## config.mk

```make
export PLATFORM = sky130hd
export DESIGN_NAME = rle_text_encoder_core
export DESIGN_NICKNAME = d
export VERILOG_FILES = /design/src/rtl/rle_pkg.sv /design/src/rtl/rle_text_encoder_core.sv /design/src/rtl/rle_queue.sv /design/src/rtl/rle_front.sv /design/src/rtl/rle_back.sv
export SDC_FILE = /design/constraint.sdc
export NUM_CORES = 1
export LEC_CHECK = 0
export CAP_MARGIN = 20
export CORE_ASPECT_RATIO = 1.75
export CORE_UTILIZATION = 65
export DETAILED_ROUTE_END_ITERATION = 6
export DONT_BUFFER_PORTS = 1
export GPL_ROUTABILITY_DRIVEN = 0
export GPL_TIMING_DRIVEN = 0
export PLACE_DENSITY_LB_ADDON = 0.1
export SLEW_MARGIN = 20
export SYNTH_ARGS = -nofsm -noshare
export SYNTH_HDL_FRONTEND = slang
export SYNTH_HIERARCHICAL = 1
export SYNTH_SLANG_ARGS = --single-unit
```

## constraint.sdc

```tcl
create_clock -name clk -period 8.8 [get_ports clk]
set_input_delay 1.32 -clock clk [delete_from_list [all_inputs] [get_ports clk]]
set_output_delay 1.32 -clock clk [all_outputs]
set_load 0.05 [all_outputs]
```

## src/rtl/rle_pkg.sv

```systemverilog
// ----------------------------------------------------------------------------
// rle_pkg
// Shared types, constants and helpers of the run-length text encoder.
// ----------------------------------------------------------------------------
package rle_pkg;

    // Longest run before a split; clamped to the 16-bit run counter.
    localparam longint unsigned MAX_RUN = 65535;
    localparam logic [15:0] RUN_CAP =
        (MAX_RUN > 65535) ? 16'hFFFF : ((MAX_RUN < 1) ? 16'd1 : 16'(MAX_RUN));

    // Run queue between front and back
    localparam int QDEPTH = 4;
    localparam int QAW    = $clog2(QDEPTH);

    // Input command codes
    localparam logic CMD_DATA = 1'b0;
    localparam logic CMD_EOS  = 1'b1;

    // Decimal place indexes (ones place is index zero)
    localparam logic [2:0] PLACE_ONES = 3'd0;
    localparam logic [2:0] PLACE_TOP  = 3'd4;

    localparam logic [7:0] ASCII_ZERO = 8'h30;
    localparam logic [7:0] ASCII_NINE = 8'h39;

    // One finished run waiting to be written out
    typedef struct packed {
        logic [15:0] length;
        logic [7:0]  value;
    } rle_run_t;

    // Queue status seen by both sides
    typedef struct packed {
        logic full;
        logic empty;
    } rle_q_status_t;

    // Digit of one decimal place and the remainder below it
    typedef struct packed {
        logic [3:0]  digit;
        logic [15:0] rest;
    } rle_digit_t;

    function automatic logic [16:0] place_value(input logic [2:0] idx);
        logic [16:0] p;
        case (idx)
            3'd0:    p = 17'd1;
            3'd1:    p = 17'd10;
            3'd2:    p = 17'd100;
            3'd3:    p = 17'd1000;
            default: p = 17'd10000;
        endcase
        return p;
    endfunction

    // Index of the most significant nonzero place (zero for values below ten)
    function automatic logic [2:0] top_place(input logic [15:0] v);
        logic [2:0] idx;
        if (v >= 16'd10000)
            idx = 3'd4;
        else if (v >= 16'd1000)
            idx = 3'd3;
        else if (v >= 16'd100)
            idx = 3'd2;
        else if (v >= 16'd10)
            idx = 3'd1;
        else
            idx = 3'd0;
        return idx;
    endfunction

    // Digit at one place: parallel compares against the nine multiples
    function automatic rle_digit_t digit_at(input logic [15:0] rem, input logic [2:0] idx);
        rle_digit_t  r;
        logic [16:0] p;
        logic [20:0] m;
        logic [16:0] sub;
        p   = place_value(idx);
        r.digit = 4'd0;
        sub = 17'd0;
        for (int k = 1; k <= 9; k++)
        begin
            m = 21'(k) * 21'(p);
            if (21'(rem) >= m)
            begin
                r.digit = 4'(k);
                sub     = m[16:0];
            end
        end
        r.rest = 16'(17'(rem) - sub);
        return r;
    endfunction

endpackage

```

## src/rtl/rle_text_encoder_core.sv

```systemverilog
// ----------------------------------------------------------------------------
// rle_text_encoder_core
// Run-length text encoder: each run leaves as its length in ASCII decimal,
// no leading zeros, followed by the repeated byte.
//
//   Channel | Direction | tdata          | tuser/tlast
//   s_*     | in        | [7:0] data_byte | tuser: command (1 = end of stream)
//   m_*     | out       | [7:0] out_byte  | tlast: last word of a run's code
//
// The input takes one word per cycle while the four-entry run queue has room.
// A run of length L writes digits(L)+1 words at one word per cycle on the
// output register unless stalled; all-distinct bytes give two words each.
// The writer loads the next run in the cycle it writes the current run's byte.
// Reset clears run tracking, queue and output valid; no clearing pass.
// Output stalls fill the queue and then hold s_tready low.
// ----------------------------------------------------------------------------
module rle_text_encoder_core
    import rle_pkg::*;
(
    input  logic       clk,
    input  logic       rst_n,
    input  logic       s_tvalid,
    output logic       s_tready,
    input  logic [7:0] s_tdata,   // [7:0] data_byte
    input  logic       s_tuser,   // [0] command
    output logic       m_tvalid,
    input  logic       m_tready,
    output logic [7:0] m_tdata,   // [7:0] out_byte
    output logic       m_tlast
);

    rle_q_status_t q_status;
    rle_run_t      push_run;
    rle_run_t      head_run;
    logic          q_push;
    logic          q_pop;

    rle_front u_front (
        .clk      (clk),
        .rst_n    (rst_n),
        .in_valid (s_tvalid),
        .in_ready (s_tready),
        .in_cmd   (s_tuser),
        .in_byte  (s_tdata),
        .q_status (q_status),
        .q_push   (q_push),
        .q_run    (push_run)
    );

    rle_queue u_queue (
        .clk      (clk),
        .rst_n    (rst_n),
        .push     (q_push),
        .push_run (push_run),
        .pop      (q_pop),
        .head_run (head_run),
        .status   (q_status)
    );

    rle_back u_back (
        .clk       (clk),
        .rst_n     (rst_n),
        .q_status  (q_status),
        .q_head    (head_run),
        .q_pop     (q_pop),
        .out_valid (m_tvalid),
        .out_ready (m_tready),
        .out_byte  (m_tdata),
        .out_last  (m_tlast)
    );

endmodule

```

## src/rtl/rle_queue.sv

```systemverilog
// ----------------------------------------------------------------------------
// rle_queue
// Short FIFO of finished runs between the classifying front and the writer.
// ----------------------------------------------------------------------------
module rle_queue
    import rle_pkg::*;
(
    input  logic          clk,
    input  logic          rst_n,
    input  logic          push,
    input  rle_run_t      push_run,
    input  logic          pop,
    output rle_run_t      head_run,
    output rle_q_status_t status
);

    rle_run_t           mem_reg [QDEPTH];
    logic [QAW-1:0]     wr_ptr_reg, wr_ptr_next;
    logic [QAW-1:0]     rd_ptr_reg, rd_ptr_next;
    logic [QAW:0]       count_reg,  count_next;

    // Pointer and fill count update
    always_comb
    begin
        wr_ptr_next = wr_ptr_reg;
        rd_ptr_next = rd_ptr_reg;
        count_next  = count_reg;
        if (push)
            wr_ptr_next = wr_ptr_reg + 1'b1;
        if (pop)
            rd_ptr_next = rd_ptr_reg + 1'b1;
        if (push && !pop)
            count_next = count_reg + 1'b1;
        else if (pop && !push)
            count_next = count_reg - 1'b1;
    end

    always_ff @(posedge clk or negedge rst_n)
    begin
        if (!rst_n)
        begin
            wr_ptr_reg <= '0;
            rd_ptr_reg <= '0;
            count_reg  <= '0;
        end
        else
        begin
            wr_ptr_reg <= wr_ptr_next;
            rd_ptr_reg <= rd_ptr_next;
            count_reg  <= count_next;
        end
    end

    // Storage
    always_ff @(posedge clk)
    begin
        if (push)
            mem_reg[wr_ptr_reg] <= push_run;
    end

    assign head_run     = mem_reg[rd_ptr_reg];
    assign status.full  = (count_reg == (QAW+1)'(QDEPTH));
    assign status.empty = (count_reg == '0);

    a_no_overflow: assert property (@(posedge clk) disable iff (!rst_n)
        push |-> (!status.full || pop))
        else $error("run queue written while full");

    a_no_underflow: assert property (@(posedge clk) disable iff (!rst_n)
        pop |-> !status.empty)
        else $error("run queue read while empty");

endmodule

```

## src/rtl/rle_front.sv

```systemverilog
// ----------------------------------------------------------------------------
// rle_front
// Takes input words, tracks the pending run and queues runs as they close.
// ----------------------------------------------------------------------------
module rle_front
    import rle_pkg::*;
(
    input  logic          clk,
    input  logic          rst_n,
    input  logic          in_valid,
    output logic          in_ready,
    input  logic          in_cmd,
    input  logic [7:0]    in_byte,
    input  rle_q_status_t q_status,
    output logic          q_push,
    output rle_run_t      q_run
);

    logic [15:0] run_len_reg, run_len_next;
    logic [7:0]  run_val_reg, run_val_next;
    logic        accept;
    logic        pending;
    logic        extend;

    // A run is only closed into the queue, so stall while it has no room
    assign in_ready = !q_status.full;
    assign accept   = in_valid && in_ready;
    assign pending  = (run_len_reg != '0);
    assign extend   = pending && (in_byte == run_val_reg) && (run_len_reg < RUN_CAP);

    // Run tracking
    always_comb
    begin
        run_len_next = run_len_reg;
        run_val_next = run_val_reg;
        q_push       = 1'b0;
        if (accept)
        begin
            if (in_cmd == CMD_EOS)
            begin
                q_push       = pending;
                run_len_next = '0;
                run_val_next = '0;
            end
            else if (extend)
            begin
                run_len_next = run_len_reg + 1'b1;
            end
            else
            begin
                q_push       = pending;
                run_len_next = 16'd1;
                run_val_next = in_byte;
            end
        end
    end

    assign q_run.length = run_len_reg;
    assign q_run.value  = run_val_reg;

    always_ff @(posedge clk or negedge rst_n)
    begin
        if (!rst_n)
        begin
            run_len_reg <= '0;
            run_val_reg <= '0;
        end
        else
        begin
            run_len_reg <= run_len_next;
            run_val_reg <= run_val_next;
        end
    end

    a_len_capped: assert property (@(posedge clk) disable iff (!rst_n)
        run_len_reg <= RUN_CAP)
        else $error("run length beyond cap");

    a_empty_clean: assert property (@(posedge clk) disable iff (!rst_n)
        (run_len_reg == '0) |-> (run_val_reg == '0))
        else $error("stale run byte with no run pending");

endmodule

```

## src/rtl/rle_back.sv

```systemverilog
// ----------------------------------------------------------------------------
// rle_back
// Writes each queued run as decimal digits, most significant first, then its
// byte, one word per cycle through a registered output unless it stalls.
// ----------------------------------------------------------------------------
module rle_back
    import rle_pkg::*;
(
    input  logic          clk,
    input  logic          rst_n,
    input  rle_q_status_t q_status,
    input  rle_run_t      q_head,
    output logic          q_pop,
    output logic          out_valid,
    input  logic          out_ready,
    output logic [7:0]    out_byte,
    output logic          out_last
);

    logic        act_reg,   act_next;
    logic        dig_reg,   dig_next;
    logic [2:0]  idx_reg,   idx_next;
    logic [15:0] rem_reg,   rem_next;
    logic [7:0]  val_reg,   val_next;
    logic        ovalid_reg, ovalid_next;
    logic [7:0]  obyte_reg,  obyte_next;
    logic        olast_reg,  olast_next;
    logic        slot_free;
    rle_digit_t  cur;

    assign slot_free = !ovalid_reg || out_ready;
    assign cur       = digit_at(rem_reg, idx_reg);
    assign q_pop     = !q_status.empty &&
                       (!act_reg || (!dig_reg && slot_free));

    // Writer sequencer
    always_comb
    begin
        act_next    = act_reg;
        dig_next    = dig_reg;
        idx_next    = idx_reg;
        rem_next    = rem_reg;
        val_next    = val_reg;
        ovalid_next = ovalid_reg;
        obyte_next  = obyte_reg;
        olast_next  = olast_reg;

        if (slot_free)
        begin
            ovalid_next = 1'b0;
            if (act_reg)
            begin
                ovalid_next = 1'b1;
                if (dig_reg)
                begin
                    obyte_next = ASCII_ZERO + 8'(cur.digit);
                    olast_next = 1'b0;
                    rem_next   = cur.rest;
                    if (idx_reg == PLACE_ONES)
                        dig_next = 1'b0;
                    else
                        idx_next = idx_reg - 1'b1;
                end
                else
                begin
                    obyte_next = val_reg;
                    olast_next = 1'b1;
                    act_next   = 1'b0;
                end
            end
        end

        // Load the next run when idle or while the current one writes its byte
        if (q_pop)
        begin
            act_next = 1'b1;
            dig_next = 1'b1;
            idx_next = top_place(q_head.length);
            rem_next = q_head.length;
            val_next = q_head.value;
        end
    end

    always_ff @(posedge clk or negedge rst_n)
    begin
        if (!rst_n)
        begin
            act_reg    <= 1'b0;
            ovalid_reg <= 1'b0;
        end
        else
        begin
            act_reg    <= act_next;
            ovalid_reg <= ovalid_next;
        end
    end

    always_ff @(posedge clk)
    begin
        dig_reg   <= dig_next;
        idx_reg   <= idx_next;
        rem_reg   <= rem_next;
        val_reg   <= val_next;
        obyte_reg <= obyte_next;
        olast_reg <= olast_next;
    end

    assign out_valid = ovalid_reg;
    assign out_byte  = obyte_reg;
    assign out_last  = olast_reg;

    a_digit_ascii: assert property (@(posedge clk) disable iff (!rst_n)
        (ovalid_reg && !olast_reg) |-> (obyte_reg >= ASCII_ZERO && obyte_reg <= ASCII_NINE))
        else $error("non-digit word before the run byte");

    a_place_range: assert property (@(posedge clk) disable iff (!rst_n)
        (act_reg && dig_reg) |-> (idx_reg <= PLACE_TOP))
        else $error("decimal place index out of range");

endmodule

```

==> results <==
- The flow ran to the end, and the final reports show no timing, DRC or antenna violations.
- The top-level port count is 24.
- The number of buffers created by CTS is 17.
- The share of synthesized registers carrying an async set or reset is 19.88%.
- The detailed placer's ending HPWL is approximately 26000 µm.
- edfxtp_1 takes more of the synthesized area than any other cell.
- Based on the critical path, the design can be clocked at up to between 0.1 and 0.15 GHz.
- Counting both buffers and inverters, the worst setup path holds a total of 6.
- The maximum fanout along the worst path is 12.
- The worst hold slack is 0.5005 ns.
- The initial antenna violation count is 4.
- The data required time at the worst endpoint is between 8 and 9 ns.
- The per-cell via count in the routed design is around 7.
- At the pin with the least slew margin, the transition time is 1.202 ns.
- In the final design database the tool counted 1300 nets.
- The cell with the largest stage delay on the worst path is fa_1.
- Of the post-synthesis cell area, the dominant cell type holds approximately 33%.
- The category of cells accounting for the largest share of critical-path delay is compound AO/OA/AOI/OAI gates.
- The number of buffers on the longest clock path is 2.
- The number of iterations in the first detailed-routing pass is 6.
- The final clock skew is ~0.0058 ns.
- The DRC violation count after routing is 0.
- The effective utilization at floorplan is between 60% and 70%.
- In this run the remaining antenna-violating nets after routing total 0.
- The H-tree depth reported by CTS is 4.
- By area the synthesized netlist is led by edfxtp_1 (33%), ha_1 (15%), dfrtp_1 (6.9%).
- The count of endpoints failing hold in the final timing report is 0.
- The max-capacitance violation count is 0.
- The register with the most flip-flops in the layout has 96 of them.
- The total vias in the final route is ~9700.
- The worst path uses 96.88% of the clock period.
- The critical path capture point type is a flip-flop.
- The die outline area is around 0.019 mm².
- The number of register bits inferred by synthesis is between 150 and 200.
- The clock slew at the register clock pins of the worst setup and hold paths is around 0.060 ns.
- The smallest clock period supported by the final layout is computed as 8.526 ns.
- The number of global-route vias before repair came to ~10000.
- The worst hold path belongs to the class reg -> reg.
- The category of the critical setup timing path is reg -> reg.
- Measured against its own limit, the worst slew margin works out to 19.58%.
- Port buffering added 0 buffers.
- The fraction of final layout cells with drive strength greater than 1 is between 10% and 20%.
- The cell area after synthesis is between 0.01 and 0.015 mm².
- The number of synthesized flops with an enable pin is about 130.
- The later-pin clock latency in the skew report is 0.43 ns.
- The routed design has roughly 37000 µm of wire.
- The root cell of the clock tree is clkbuf_16.
- The overall die height is roughly 180 µm.
- The arrival time at the worst endpoint is a little under 9 ns.
- The chip width is between 100 and 150 µm.
- The clock net in this run drives a total of 166 sinks.
- The pin count of the biggest net entering global routing is 34.
- STA classifies the critical path startpoint as a flip-flop.
- Global routing finished with a remaining overflow of 0.
- The warning count from the yosys run is 6.
- The placeable core region is 0.01797 mm².
- After detailed routing, the average wire length per cell comes to ~27 µm.
- After clock tree synthesis, the flow added hold-fix buffers numbering 0.
- Dividing the synthesized area by the synthesized cell count gives around 11 µm².
- The floorplan has 65 rows.
- Setup violations remaining at the end of the flow were counted as 0.
- The count of cell types in the netlist is between 80 and 90.
- The detailed router finished its first iteration with roughly 800 violations.
- The most frequently used flop master after synthesis is edfxtp_1.
- The signed area change from the synthesized netlist to the final layout is 9.455%.
- The max-slew violation count came to 0.
- The delay of the slowest critical-path stage is 0.59 ns.
- The TritonCTS clock tree is done.
- After technology mapping, the gate count stands at between 1000 and 1500.
- Global routing consumed, over all layers together, approximately two fifths of the routing resources.
- In the layout the commonest cells are ha_1 (141), edfxtp_1 (132), nand2_1 (78), a21oi_1 (78), nor2_1 (63).
- The proportion of synthesized chip area in sequential cells is roughly two fifths.
- The wire length of the first global-routing pass is ~56000 µm.
- Leaving out fill and tap cells, the most frequent cell in the layout is ha_1.
==> layout make-up <==
class                           instances  area, µm²
Buffer                                 34      202.7
Timing Repair Buffer                   11      92.59
Inverter                               52      202.7
Antenna cell                            1      2.502
Clock buffer                           18      429.2
Multi-Input combinational cell        853       6848
Clock inverter                         14      127.6
Tap cell                              234      292.8
Sequential cell                       166       4810
Fill cell                            1314       4966
==> logic make-up after synthesis <==
family	count (synthesis)	share of synthesized area (%)
AO/OA/AOI/OAI	301	17.00
XOR/XNOR	48	3.538
adder cells (fa/ha/maj)	152	16.57
buffers and inverters	86	3.306
flip-flops	166	40.47
multiplexers	27	5.022
other	2	0.06319
AND/OR/NAND/NOR	320	14.02
==> worst paths after layout <==
| path | from | to | slack [ns] | cells past startpoint |
|---|---|---|---|---|
| min reg2reg | u_back/val_reg[5] | u_back/out_byte[5] | 0.50 | 1 |
| max reg2reg | u_back/idx_reg[0] | u_back/rem_reg[14] | 0.27 | 33 |
| min | u_back/val_reg[5] | u_back/out_byte[5] | 0.50 | 1 |
| max | u_back/idx_reg[0] | u_back/rem_reg[14] | 0.27 | 33 |
| max in group asynchronous | rst_n | u_front/run_len_reg[7] | 8.13 | 0 |
| min in group asynchronous | rst_n | u_back/out_valid | 0.57 | 0 |
==> per-stage QoR <==
stage               setup WS, ns  utilization, %  std cells  cell area [µm²]  TNS (ns)
floorplan                  1.574               -       1105            11900         0
detailed placement       -0.4270           67.88       1339            12200   -0.4732
CTS                      0.04993           71.19       1373            12800         0
global placement         -0.5529           67.81       1339            12190   -0.8284
global route            -0.05232           72.36       1382            13010  -0.05232
finish                    0.2744           72.37       1383            13010         0
==> cells in the mapped netlist (all sizes together), types with 8 or more instances <==
| library cell | instances |
|---|---|
| a211o | 9 |
| a211oi | 20 |
| a21o | 19 |
| a21oi | 83 |
| a22o | 9 |
| a31oi | 15 |
| and2 | 9 |
| and3 | 9 |
| buf | 19 |
| clkbuf | 15 |
| dfrtp | 33 |
| edfxtp | 132 |
| fa | 9 |
| ha | 143 |
| inv | 50 |
| mux4 | 24 |
| nand2 | 80 |
| nand2b | 23 |
| nand3 | 25 |
| nand4 | 12 |
| nor2 | 67 |
| nor2b | 12 |
| nor3 | 30 |
| nor4 | 13 |
| o211ai | 8 |
| o21a | 8 |
| o21ai | 59 |
| o31ai | 14 |
| or2 | 10 |
| or3 | 8 |
| xnor2 | 24 |
| xor2 | 24 |
==> what timing repair did <==
action	4_1_cts	5_1_grt
buffers inserted	2	8
endpoints found under the setup margin	2	9
resized for setup	6	28
pin swaps	0	1
==> worst reg2reg max path, delay by kind of cell, from the launching register on <==
family,cells,cell delay (ns)
adder cells (fa/ha/maj),6,2.17
buffers and inverters,6,1.27
flip-flops,1,0.45
XOR/XNOR,1,0.19
AO/OA/AOI/OAI,16,3.30
AND/OR/NAND/NOR,4,0.89
==> routing by layer <==
| metal | wire [µm] | up-vias | part of all wire [%] | global-route usage (%) |
|---|---|---|---|---|
| met3 | 3017 | 242 | 8.2 | 11.04 |
| met4 | 3675 | 2 | 10 | 36.34 |
| met1 | 11480 | 4590 | 31 | 38.11 |
| met5 | 13 | - | 0.035 | 0 |
| met2 | 18690 | 531 | 51 | 71.12 |
| li1 | - | 4295 | - | - |
Power is left out: the tool's default activity adds up to more than one toggle a clock period on the data nets, which glitch-free logic cannot reach.
